==> src/rtl/sem_ram.sv <==
// ----------------------------------------------------------------------------
// sem_ram: generic simple dual-port RAM
// One write port, one read port, read data registered.
// ----------------------------------------------------------------------------
module sem_ram #(
	parameter int WIDTH = 8,
	parameter int DEPTH = 16
) (
	input  logic                     clk,
	input  logic                     wr_en,
	input  logic [$clog2(DEPTH)-1:0] wr_addr,
	input  logic [WIDTH-1:0]         wr_data,
	input  logic                     rd_en,
	input  logic [$clog2(DEPTH)-1:0] rd_addr,
	output logic [WIDTH-1:0]         rd_data
);

	logic [WIDTH-1:0] mem [DEPTH];

	always_ff @(posedge clk) begin
		if (wr_en) begin
			mem[wr_addr] <= wr_data;
		end
		if (rd_en) begin
			rd_data <= mem[rd_addr];
		end
	end

endmodule

==> config.mk <==
export PLATFORM = sky130hd
export DESIGN_NAME = sem_ram
export DESIGN_NICKNAME = d
export VERILOG_FILES = /design/src/rtl/sem_ram.sv
export SDC_FILE = /design/constraint.sdc
export NUM_CORES = 1
export LEC_CHECK = 0
export BUFFER_PORTS_ARGS = -buffer_cell sky130_fd_sc_hd__buf_4
export CORE_MARGIN = 3
export CORE_UTILIZATION = 35
export CTS_CLUSTER_SIZE = 40
export DETAILED_ROUTE_END_ITERATION = 10
export GPL_ROUTABILITY_DRIVEN = 0
export PLACE_DENSITY_LB_ADDON = 0.15
export SLEW_MARGIN = 15
export SYNTH_ARGS = -nofsm -noshare
export SYNTH_HDL_FRONTEND = slang
export SYNTH_SLANG_ARGS = --single-unit
==> constraint.sdc <==
create_clock -name clk -period 1.9 [get_ports clk]
set_input_delay 0.19 -clock clk [delete_from_list [all_inputs] [get_ports clk]]
set_output_delay 0.19 -clock clk [all_outputs]
set_load 0.05 [all_outputs]
==> results of run 1 <==
sequential cells by signal, summed over array words and instances, names as in the netlist:
register  cells
mem         128
rd_data       8
Yosys cell counts, types with 2 or more instances:
cell / count
a22oi_1: 16
buf_2: 3
buf_6: 3
clkdlybuf4s25_2: 3
edfxtp_1: 136
mux4_1: 14
mux4_2: 18
nand2_1: 9
nand2b_1: 2
nand3b_1: 2
nor2_1: 13
nor3_1: 4
cell usage in the layout, fill, tap and decap left out, types with 3 or more instances in the layout:
master | Yosys | layout
nand2_1 | 9 | 9
bufinv_16 | 0 | 3
mux4_2 | 18 | 18
buf_4 | 1 | 47
a22oi_1 | 16 | 16
mux4_1 | 14 | 14
clkbuf_16 | 0 | 17
edfxtp_1 | 136 | 136
nor3_1 | 4 | 4
buf_12 | 0 | 3
nor2_1 | 13 | 13
clkinv_2 | 0 | 6
per-layer routing:
metal / up-vias / global-route usage / wire length [um]
met3: 14 / 0.0396 / 489
met4: 0 / 0.0662 / 207
met1: 1268 / 0.187 / 4810
met2: 65 / 0.214 / 5130
met5: - / 0 / 0
li1: 1097 / - / -
kinds of logic (layout without fill, tap and decap cells):
group                  Yosys count  count (layout)
buffers and inverters           10              82
multiplexers                    32              32
flip-flops                     136             136
AO/OA/AOI/OAI                   16              16
AND/OR/NAND/NOR                 35              35
per-stage QoR:
step           instance area (um^2)  std cells  hold slack, ns
6_report                       6370        485          0.0848
5_1_grt                        6370        485          0.0759
4_1_cts                        6370        485          0.0730
2_1_floorplan                  5230        229           0.289
3_3_place_gp                   5780        453           0.505
3_5_place_dp                   5780        453           0.511
path summary, 6_finish.rpt:
| check | start | end | slack [ns] | cells after the start |
|---|---|---|---|---|
| setup / recovery | mem[3][4]$_DFFE_PP_ | rd_data[4]$_DFFE_PP_ | 0.37 | 3 |
| hold / removal | wr_data[0] | mem[11][0]$_DFFE_PP_ | 0.08 | 1 |
| setup reg to reg | mem[3][4]$_DFFE_PP_ | rd_data[4]$_DFFE_PP_ | 0.37 | 3 |
| hold reg to reg | mem[3][3]$_DFFE_PP_ | rd_data[3]$_DFFE_PP_ | 0.76 | 3 |
power by group:
group	internal, mW	switching (mW)	total [mW]
Clock	2.04	1.17	3.20
Combinational	0.161	0.229	0.391
Sequential	3.38	0.0175	3.40
Total	5.58	1.41	6.99
final cells by class:
class,count,area share
multi-input cells,83,0.166
clock buffers,17,0.0668
flip-flops and latches,136,0.641
repair buffers,50,0.0648
clock inverters,15,0.0251
well taps,184,0.0361
==> impl_results.md, run 1 <==
- Area contributors post-synth: edfxtp_1 (78%), mux4_2 (7.8%), mux4_1 (7.0%)
- Avg Synthesized Cell Area: 22.8 um^2
- Via count: 2,444
- Post-DP HPWL: 6940 um
- Multi-input gate area: 0.00106 mm^2
- Die W: 128 um
- CTS H-tree depth: 4
- Register area: 0.00408 mm^2
- CTS tree: done
- Netlist cell types: 18
- FP Rows: 44
- Maximum vdd drop: 0.590 mV
- Synth-to-Final Area Change: 21.9%
- Cell taking the most area after synthesis: edfxtp_1
- Core region area: 0.0146 mm^2
- Clock Path Buffers: 2
- Achievable Freq: 0.654 GHz
- Register area share after synthesis: 0.781
- Placement Setup Slack: -0.00739 ns
- Post-route ant nets: 0
- Ys Warns: 0
- WL per Instance: 21.9 um
- Die Y: 128 um
- PD cells: 1100 mW/mm^2
- Slew HR: 0.706
- Ant. Diodes: 0
- Number of synthesized register bits: 136
- Final setup margin: 0.371 ns
- Setup bufs post-CTS: 0
- Power, Total: 6.99 mW
- Worst slew pin tran: 0.441 ns
- Layout Nets: 307
- Net count after synthesis: 248
- Worst min path class: in2reg
- Critical path's top delay family: multiplexers
- Worst path cell trace: mux4_2 -> a22oi_1 -> nand2_1
- Initial core utilization: 0.358
- # DRC: 0
- Syn Inst Count: 229
- Num CTS Buffers: 17
- Post-synth EDFFs: 136
- Hold buffer count at cts: 0
- Post-CTS Resized: 0
- GRT overflow: 0
- Antenna violations before repair: 0
- RSZ-0062 raised after global routing: false
- Crit path max fanout: 1
- Post-synth top area share: 0.781
- IO Pins: 27
- Post-layout util: 0.437
- Initial DRC count: 135
- Crit path kind: reg2reg
- Worst path bufs/invs: 0
- Skew-Pair Late Insertion Delay: 0.41 ns
- Fillers: 1,229
- Layout Skew: 0.00414 ns
- Vias per Instance: 5.04
- Final min period: 1.53 ns
- CTS clk-pin slew, worst paths: 0.06 ns
- Slowest cell on crit path: mux4_2
- Root Buffer: clkbuf_16
- Leading register cell type out of synthesis: edfxtp_1
- Hold Violations, Final: 0
- Synthesized-area fraction occupied by adder cells: 0
- Synth Area in Simple Gates: 0.0314
- Vias in the first global route: 2,610
- First-pass GRT wire length: 16,000 um
- Cell Area, Synth: 0.00523 mm^2
- Pin count of the biggest net entering global routing: 17
- WP data required: 2.05 ns
- Routed wire length: 10,600 um
- CP Launch Type: flop
- Sum Neg Setup Slack: 0 ns
- Total GRT Usage: 0.141
- Mux cell area share after synthesis: 0.148
- Die area: 0.0164 mm^2
- Period utilisation layout: 0.805
- Drt first pass iters: 6
- Buffers added on ports: 26
- Delay of the slowest critical-path stage: 0.49 ns
- Clock sinks: 136
- Status: complete, no violations
- Compound-Gate Fraction of Synth Area: 0.0230
- Max-cap violation count: 0
- Max-slew violations: 0
- Endpoint class of the critical path: flop
- Post-Synth XOR/XNOR Area: 0
- Post-synth ARST share: 0
- Share of cells above drive strength 1: 0.329
- Final setup viols: 0
- Static Leak: 2.16 nW
- Largest family of logic cells by synthesized area: multiplexers
- Arr. time, crit path: 1.68 ns
Power figures use the tool's default switching activity.
==> run 2, diff against run 1 <==
Clock period 1.9 ns to 1.5 ns, I/O delays scaled along.
==> run 2 against run 1 <==
Against the previous run:
- power increased by 17%
- largest power group unchanged
- final cell count down 0.82%
- die area unchanged
==> impl_results.md, run 2 (same netlist as run 1, synthesis figures left out) <==
- Status: complete, no violations
- Worst reg2reg path startpoint: mem[9][3]$_DFFE_PP_
- Total GRT Usage: 0.137
- Max-cap violation count: 0
- Ant. Diodes: 0
- Dpl cells: 452
- Top Registers: mem: 128 flops, rd_data: 8 flops
- FP Rows: 44
- Max reg flops: 128
- Final setup viols: 0
- Design area: 0.00630 mm^2
- PD cells: 1300 mW/mm^2
- Clock sinks: 136
- Commonest non-fill, non-tap cell in the layout: edfxtp_1
- Most frequent cells in the layout: edfxtp_1 (136), buf_4 (44), mux4_2 (20)
- Post-route ant nets: 0
- Vias per Instance: 4.99
- Worst path cell trace: mux4_1 -> a22oi_1 -> nand2_1
- Post-DP HPWL: 6710 um
- Drt first pass iters: 4
- Die area: 0.0164 mm^2
- GRT overflow: 0
- Layout Skew: 0.00280 ns
- Slowest cell on crit path: mux4_1
- Initial DRC count: 143
- Critical path's top delay family: multiplexers
- Final cell count without fillers: 481
- IO Pins: 27
- Period utilisation layout: 0.953
- Largest reg by FF count: mem
- First-pass GRT wire length: 15,600 um
- Routed wire length: 10,200 um
- Die Y: 128 um
- Via count: 2,402
- Share of cells above drive strength 1: 0.327
- Worst min path class: in2reg
- Achievable Freq: 0.700 GHz
- CTS H-tree depth: 4
- Setup crit start: mem[9][3]$_DFFE_PP_
- Num CTS Buffers: 17
- WP data required: 1.66 ns
- Maximum vdd drop: 0.726 mV
- Arr. time, crit path: 1.59 ns
- Hold buffer count at cts: 0
- WL per Instance: 21.3 um
- Clock Path Buffers: 2
- Skew-Pair Late Insertion Delay: 0.41 ns
- Post-layout util: 0.432
- Core region area: 0.0146 mm^2
- Die W: 128 um
- Setup bufs post-CTS: 0
- Worst path bufs/invs: 0
- Static Leak: 2.10 nW
- Pin count of the biggest net entering global routing: 19
- CTS tree: done
- # DRC: 0
- DP Area: 0.00581 mm^2
- Delay of the slowest critical-path stage: 0.50 ns
- Final min period: 1.43 ns
- Hold Path Origin: wr_data[2]
- Layout Nets: 306
- Root Buffer: clkbuf_16
- Endpoint class of the critical path: flop
- Antenna violations before repair: 0
- Synth-to-Final Area Change: 20.6%
- Worst slew pin tran: 1.04 ns
- Initial core utilization: 0.358
- CTS clk-pin slew, worst paths: 0.05 ns
- Crit path max fanout: 1
- Slew HR: 0.308
- Vias in the first global route: 2,568
- Max-slew violations: 0
- CP Launch Type: flop
- Buffers added on ports: 26
- Hold Violations, Final: 0
- Crit path kind: reg2reg
-- run 2: cell count changes in the layout (fill, tap and decap cells not counted), moves of 3 or more --
cell	before	now
a22oi_1	16	10
a22oi_2	0	6
buf_4	47	44
bufinv_16	3	0
clkbuf_1	0	3
clkinv_1	2	6
clkinv_2	6	3
-- run 2: cell type report --
cell class                      instances  area, um^2
Clock buffer                           20         437
Clock inverter                          9        37.5
Fill cell                            1249        8290
Multi-Input combinational cell         83        1080
Sequential cell                       136        4080
Tap cell                              184         230
Timing Repair Buffer                   49         430
-- run 2: what timing repair did --
item / 4_1_cts / 5_1_grt
setup endpoints to repair: 2 / 5
resized for setup: 2 / 6
endpoints found under the hold margin: 0 / 0
pin swaps: 0 / 1
-- run 2: through the flow --
stage               TNS (ns)  total power [mW]  hold slack (ns)  worst slack (ns)
floorplan                  0              4.66            0.249            0.0676
global placement       -1.35              4.89            0.460            -0.252
detailed placement     -1.30              4.89            0.468            -0.232
CTS                        0              8.31           0.0236           0.00597
global route        -0.00663              8.53           0.0388          -0.00663
finish                     0              8.20           0.0347            0.0705
-- run 2: report_power, final --
group          internal, mW  leakage [nW]  switching (mW)  total (mW)
Clock                  2.03         0.234            1.36        3.38
Combinational         0.215         0.633           0.292       0.507
Sequential             4.29          1.24          0.0236        4.31
Total                  6.53          2.10            1.67        8.20
-- run 2: path summary, 6_finish.rpt --
path | end | slack, ns | cells after the start
max | rd_data[3]$_DFFE_PP_ | 0.07 | 3
min | mem[8][2]$_DFFE_PP_ | 0.03 | 1
max reg2reg | rd_data[3]$_DFFE_PP_ | 0.07 | 3
min reg2reg | rd_data[2]$_DFFE_PP_ | 0.75 | 3
-- run 2: metal layers --
metal	track usage	vias to the layer above	share of wire
li1	-	1093	-
met5	0	-	0
met4	0.0599	0	0.018
met2	0.207	69	0.47
met1	0.181	1226	0.46
met3	0.0454	14	0.054
