`src/rtl/sem_pkg.sv`:
```
// ----------------------------------------------------------------------------
// sem_pkg: shared constants, types and functions
// Sizes, register indexes and the square-root step of the RGB Sobel block.
// ----------------------------------------------------------------------------
package sem_pkg;

	localparam int MAX_WIDTH  = 2048;
	localparam int COL_W      = $clog2(MAX_WIDTH);
	localparam int CFG_W_W    = 12;
	localparam int CFG_H_W    = 16;
	localparam int WEXT_W     = (CFG_W_W > COL_W + 1) ? CFG_W_W : COL_W + 1;
	localparam int ROW_W      = CFG_H_W + 1;

	localparam int CH_W       = 8;
	localparam int NUM_CH     = 3;
	localparam int PIX_W      = CH_W * NUM_CH;
	localparam int WIN_N      = 9;

	localparam int CFG_IDX_W  = 4;
	localparam int CFG_DATA_W = 16;

	localparam logic [CFG_IDX_W-1:0] REG_IMAGE_WIDTH  = CFG_IDX_W'(0);
	localparam logic [CFG_IDX_W-1:0] REG_IMAGE_HEIGHT = CFG_IDX_W'(1);
	localparam logic [CFG_W_W-1:0]   WIDTH_RESET      = CFG_W_W'(640);
	localparam logic [CFG_H_W-1:0]   HEIGHT_RESET     = CFG_H_W'(480);

	localparam logic ACTION_FLUSH = 1'b1;

	localparam int G_W         = 11;
	localparam int SUM_W       = 2 * G_W - 1;
	localparam int ROOT_IN_W   = 16;
	localparam int MAG_W       = 8;
	localparam int ROOT_STAGES = 4;
	localparam int ROOT_BPS    = MAG_W / ROOT_STAGES;
	localparam int MAG_LAT     = ROOT_STAGES + 3;

	localparam logic [SUM_W-1:0] SAT_LIMIT = SUM_W'(65280);

	typedef struct packed {
		logic [ROOT_IN_W-1:0] rem;
		logic [MAG_W-1:0]     n;
	} root_t;

	typedef struct packed {
		logic col_zero;
		logic out;
		logic top_zero;
		logic bot_zero;
		logic last;
	} s1_ctl_t;

	// one restoring square-root digit: try bit k of the root
	function automatic root_t root_bit(root_t cur, int k);
		logic [ROOT_IN_W:0] d;
		root_t              nxt;
		d   = ((ROOT_IN_W + 1)'(cur.n) << (k + 1)) + ((ROOT_IN_W + 1)'(1) << (2 * k));
		nxt = cur;
		if (d <= {1'b0, cur.rem}) begin
			nxt.rem = cur.rem - d[ROOT_IN_W-1:0];
			nxt.n   = cur.n | (MAG_W'(1) << k);
		end
		return nxt;
	endfunction

endpackage

```
`src/rtl/sem_mag.sv`:
```
// ----------------------------------------------------------------------------
// sem_mag: Sobel gradient magnitude of one channel
// Gradients, sum of squares, pipelined rounded root with clamp to 255.
// ----------------------------------------------------------------------------
module sem_mag (
	input  logic                      clk,
	input  logic                      en,
	input  logic [sem_pkg::CH_W-1:0]  px [sem_pkg::WIN_N],
	output logic [sem_pkg::MAG_W-1:0] mag
);
	import sem_pkg::*;

	logic signed [G_W-1:0]   e [WIN_N];
	logic signed [G_W-1:0]   gx, gy;
	logic signed [G_W-1:0]   gx_s1, gy_s1;
	logic signed [2*G_W-1:0] sqx, sqy;
	logic [SUM_W-1:0]        sum;
	root_t                   rt_q  [ROOT_STAGES+1];
	root_t                   step  [ROOT_STAGES];
	logic                    sat_q [ROOT_STAGES+1];

	always_comb begin
		for (int k = 0; k < WIN_N; k++) begin
			e[k] = G_W'(px[k]);
		end
		// window index is col*3 + row
		gx = e[6] - e[0] + ((e[7] - e[1]) <<< 1) + e[8] - e[2];
		gy = e[2] - e[0] + ((e[5] - e[3]) <<< 1) + e[8] - e[6];
	end

	always_comb begin
		sqx = gx_s1 * gx_s1;
		sqy = gy_s1 * gy_s1;
		sum = sqx[SUM_W-1:0] + sqy[SUM_W-1:0];
	end

	always_ff @(posedge clk) begin
		if (en) begin
			gx_s1    <= gx;
			gy_s1    <= gy;
			rt_q[0]  <= '{rem: sum[ROOT_IN_W-1:0], n: '0};
			sat_q[0] <= sum > SAT_LIMIT;
		end
	end

	for (genvar j = 0; j < ROOT_STAGES; j++) begin : g_root
		always_comb begin : p_step
			root_t cur;
			cur = rt_q[j];
			for (int b = 0; b < ROOT_BPS; b++) begin
				cur = root_bit(cur, MAG_W - 1 - j * ROOT_BPS - b);
			end
			step[j] = cur;
		end

		always_ff @(posedge clk) begin
			if (en) begin
				rt_q[j+1]  <= step[j];
				sat_q[j+1] <= sat_q[j];
			end
		end
	end

	// round up when the remainder exceeds the root
	always_ff @(posedge clk) begin
		if (en) begin
			if (sat_q[ROOT_STAGES]) begin
				mag <= '1;
			end else begin
				mag <= rt_q[ROOT_STAGES].n
					+ MAG_W'(rt_q[ROOT_STAGES].rem > ROOT_IN_W'(rt_q[ROOT_STAGES].n));
			end
		end
	end

endmodule

```
`config.mk`:
```
export PLATFORM = sky130hd
export DESIGN_NAME = sem_mag
export DESIGN_NICKNAME = d
export VERILOG_FILES = /design/src/rtl/sem_pkg.sv /design/src/rtl/sem_mag.sv
export SDC_FILE = /design/constraint.sdc
export NUM_CORES = 1
export LEC_CHECK = 0
export BUFFER_PORTS_ARGS = -buffer_cell sky130_fd_sc_hd__buf_2
export CAP_MARGIN = 5
export CORE_ASPECT_RATIO = 1.1
export CORE_UTILIZATION = 50
export CTS_CLUSTER_SIZE = 8
export DETAILED_ROUTE_END_ITERATION = 6
export HOLD_SLACK_MARGIN = 0.02
export PLACE_DENSITY = 0.78
export SLEW_MARGIN = 20
export SYNTH_ARGS = -nofsm -noshare
export SYNTH_HDL_FRONTEND = slang
export SYNTH_SLANG_ARGS = --single-unit
```
`constraint.sdc`:
```
create_clock -name clk -period 16.45 [get_ports clk]
set_clock_uncertainty 0.1 [all_clocks]
set_input_delay 0.8225 -clock clk [delete_from_list [all_inputs] [get_ports clk]]
set_output_delay 0.8225 -clock clk [all_outputs]
set_load 0.05 [all_outputs]
```
==> results.json <==
{
  "synthArstFlopShare_pct": 0,
  "wl_um": 37500,
  "drtPass1Iterations": 6,
  "final_cell_mix": "inv_1 (468), fa_1 (260), ha_1 (203), edfxtp_1 (135), nand2_1 (102)",
  "synthFlopType": "edfxtp_1",
  "synthesis.area_um2": 18500,
  "post_cts_resized": 0,
  "fmax_mhz": 134,
  "pin_count": 82,
  "wire_per_inst_um": 15.5,
  "cp.arrival_ns": 7.54,
  "final_common_cell": "inv_1",
  "cts_max_level": 4,
  "die_h_um": 204,
  "slew_headroom_pct": 37.8,
  "cts_buffer_depth": 2,
  "timing.rr.end": "sat_q[0][0]$_DFFE_PP_",
  "cp_slowest_cell": "edfxtp_1",
  "path_clk_slew_ns": 0.07,
  "root_buffer": "clkbuf_16",
  "worst_r2r_startpoint": "gy_s1[10]$_DFFE_PP_",
  "io_buffer_count": 73,
  "synth.avg_cell_area_um2": 9.94,
  "tightest_slew_ns": 0.932,
  "gp_congestion": 0.907,
  "cts_tree": "done",
  "cts_setup_buffers": 0,
  "yosysSeqAreaShare_pct": 22.0,
  "dpl.hpwl_um": 31400,
  "ys_ff_latch": 135,
  "setup_viol": 0,
  "cp.buffers_inverters": 4,
  "grt_antenna_before_repair": 0,
  "via_per_inst": 5.24,
  "crit_top_cell": "fa_1",
  "area_growth_syn_to_layout_pct": 8.24,
  "period_minus_slack_ns": 7.47,
  "min_path_cells": 0,
  "grt_pass1_wl_um": 63100,
  "multi_input_area_um2": 12500,
  "ff_latch_area_um2": 4050,
  "r2r_cells": 20,
  "clock_sinks": 135,
  "rsz0062_at_grt": "false",
  "critPathKind": "flip-flop to flip-flop",
  "fin_nets": 2458,
  "synthDistinctLibCells": 68,
  "path_cells": "and2_1 -> inv_1 -> fa_1 -> fa_1 -> fa_1 -> inv_1 -> fa_1 -> fa_1 -> fa_1 -> inv_1 -> fa_1 -> inv_1 -> ha_1 -> nand4_1 -> nor3_1 -> o21ai_0 -> a21oi_1 -> xnor2_1 -> a2111oi_0 -> nand4_1",
  "drc": 0,
  "maxCapViolCount": 0,
  "hold_viol": 0,
  "fillers": 3087,
  "drt_iter0_markers": 558,
  "r2r_slack_ns": 8.98,
  "start_util_pct": 50.9,
  "cts_buffers": 17,
  "min_from": "sat_q[0][3]$_DFFE_PP_",
  "grt.total_usage_pct": 21.3,
  "core_um2": 36300,
  "grt_max_degree": 76,
  "vias": 12697,
  "grt_overflow_total": 0,
  "critPathLaunchType": "flip-flop",
  "hold_end": "sat_q[0][4]$_DFFE_PP_",
  "hold_buffers": 0,
  "grt_pass1_vias": 13792,
  "die_x_um": 185,
  "diodes": 0,
  "tns_ns": 0,
  "synthesis.nets": 2394,
  "ant_nets": 0,
  "synth-warning-count": 0,
  "finalMaxSlewViolations": 0,
  "end_kind": "flip-flop",
  "synth_cells": 1857,
  "cp.required_ns": 16.51,
  "slowest_delay_ns": 0.74,
  "path_delay_family": "adder cells",
  "synth_edf_count": 135,
  "die_area_um2": 37700,
  "timing.final.crit_share_pct": 45.4,
  "worstPathMaxFanout": 20,
  "rows": 73,
  "status": "finished, final reports clean",
  "clk_latency_ns": 0.43,
  "worstHoldPathType": "flip-flop to flip-flop",
  "layout-drive-gt1-share_pct": 6.67
}
[synthesized netlist by cell type, types with 4 or more instances]
| cell | n | area (um^2) |
|---|---|---|
| inv_1 | 468 | 1760 |
| fa_1 | 260 | 5200 |
| ha_1 | 203 | 2540 |
| edfxtp_1 | 135 | 4050 |
| nand2_1 | 102 | 383 |
| xnor2_1 | 99 | 867 |
| nor2_1 | 96 | 360 |
| a21oi_1 | 79 | 395 |
| xor2_1 | 42 | 368 |
| and2_1 | 35 | 219 |
| o21ai_0 | 29 | 145 |
| a21o_1 | 28 | 210 |
| clkbuf_1 | 25 | 93.8 |
| nor2b_1 | 24 | 150 |
| nand2b_1 | 23 | 144 |
| nand3_1 | 20 | 100 |
| o21bai_1 | 19 | 143 |
| nor3_1 | 17 | 85.1 |
| o21a_1 | 16 | 120 |
| nand4_1 | 10 | 62.6 |
| nor4_1 | 10 | 62.6 |
| and3_1 | 7 | 43.8 |
| mux2i_1 | 7 | 70.1 |
| o211ai_1 | 7 | 52.6 |
| o31ai_1 | 7 | 52.6 |
| a211oi_1 | 6 | 45.0 |
| a31oi_1 | 6 | 37.5 |
| or2_2 | 6 | 37.5 |
| and4_1 | 4 | 35.0 |
| mux2_2 | 4 | 45.0 |
| nand3b_1 | 4 | 30.0 |
| o32ai_1 | 4 | 35.0 |
[flip-flops by register name, indices dropped and copies added, names as in the netlist]
signal  count
gx_s1      11
gy_s1      11
mag         8
rt_q      100
sat_q       5
[logic make-up (layout without fill, tap and decap cells)]
kind of cell | after synthesis | count (layout) | synth area share (%)
simple gates | 375 | 375 | 10.2
mux | 11 | 11 | 0.624
compound gates | 233 | 233 | 8.37
buf+inv | 499 | 576 | 10.2
fa+ha+maj | 463 | 463 | 42.0
xor+xnor | 141 | 141 | 6.69
flops | 135 | 135 | 22.0
[routing by layer]
| layer | part of all wire, % | vias up | GRT usage [%] |
|---|---|---|---|
| li1 | - | 6026 | - |
| met4 | 3.9 | 0 | 9.24 |
| met3 | 3.2 | 99 | 3.04 |
| met1 | 37 | 6274 | 22.2 |
| met5 | 0 | - | 0 |
| met2 | 56 | 298 | 41.9 |
[worst max-delay path by stage]
stage                              from                    end  slack [ns]  cells past startpoint
floorplan            gy_s1[2]$_DFFE_PP_  sat_q[0][0]$_DFFE_PP_        9.85                     24
global placement    gy_s1[10]$_DFFE_PP_  sat_q[0][0]$_DFFE_PP_        9.11                     20
detailed placement  gy_s1[10]$_DFFE_PP_  sat_q[0][0]$_DFFE_PP_        8.95                     20
CTS                 gy_s1[10]$_DFFE_PP_  sat_q[0][0]$_DFFE_PP_        8.93                     20
global route        gy_s1[10]$_DFFE_PP_  sat_q[0][0]$_DFFE_PP_        8.38                     20
finish              gy_s1[10]$_DFFE_PP_  sat_q[0][0]$_DFFE_PP_        8.98                     20
[final cells by class]
| cell class | instances | share of cell area (%) |
|---|---|---|
| multi-input cells | 1223 | 62.7 |
| flip-flops and latches | 135 | 20.3 |
| inverters | 470 | 8.83 |
| well taps | 487 | 3.05 |
| clock buffers | 17 | 2.13 |
| repair buffers | 74 | 1.90 |
| clock inverters | 15 | 1.12 |
[through the flow]
| stage | setup WS (ns) | hold slack (ns) | util (%) | instance area, um^2 | std cells |
|---|---|---|---|---|---|
| after floorplan | 9.85 | 0.300 | - | 18500 | 1857 |
| after detailed placement | 8.95 | 0.315 | 53.3 | 19300 | 2389 |
| final | 8.98 | 0.335 | 55.1 | 20000 | 2421 |
| after CTS | 8.93 | 0.334 | 55.1 | 20000 | 2421 |
| after global routing | 8.38 | 0.345 | 55.1 | 20000 | 2421 |
| after global placement | 9.11 | 0.302 | 53.3 | 19300 | 2389 |
Power is not shown: default switching activity piles up to over one toggle a cycle in this logic, so the estimate is an artifact.
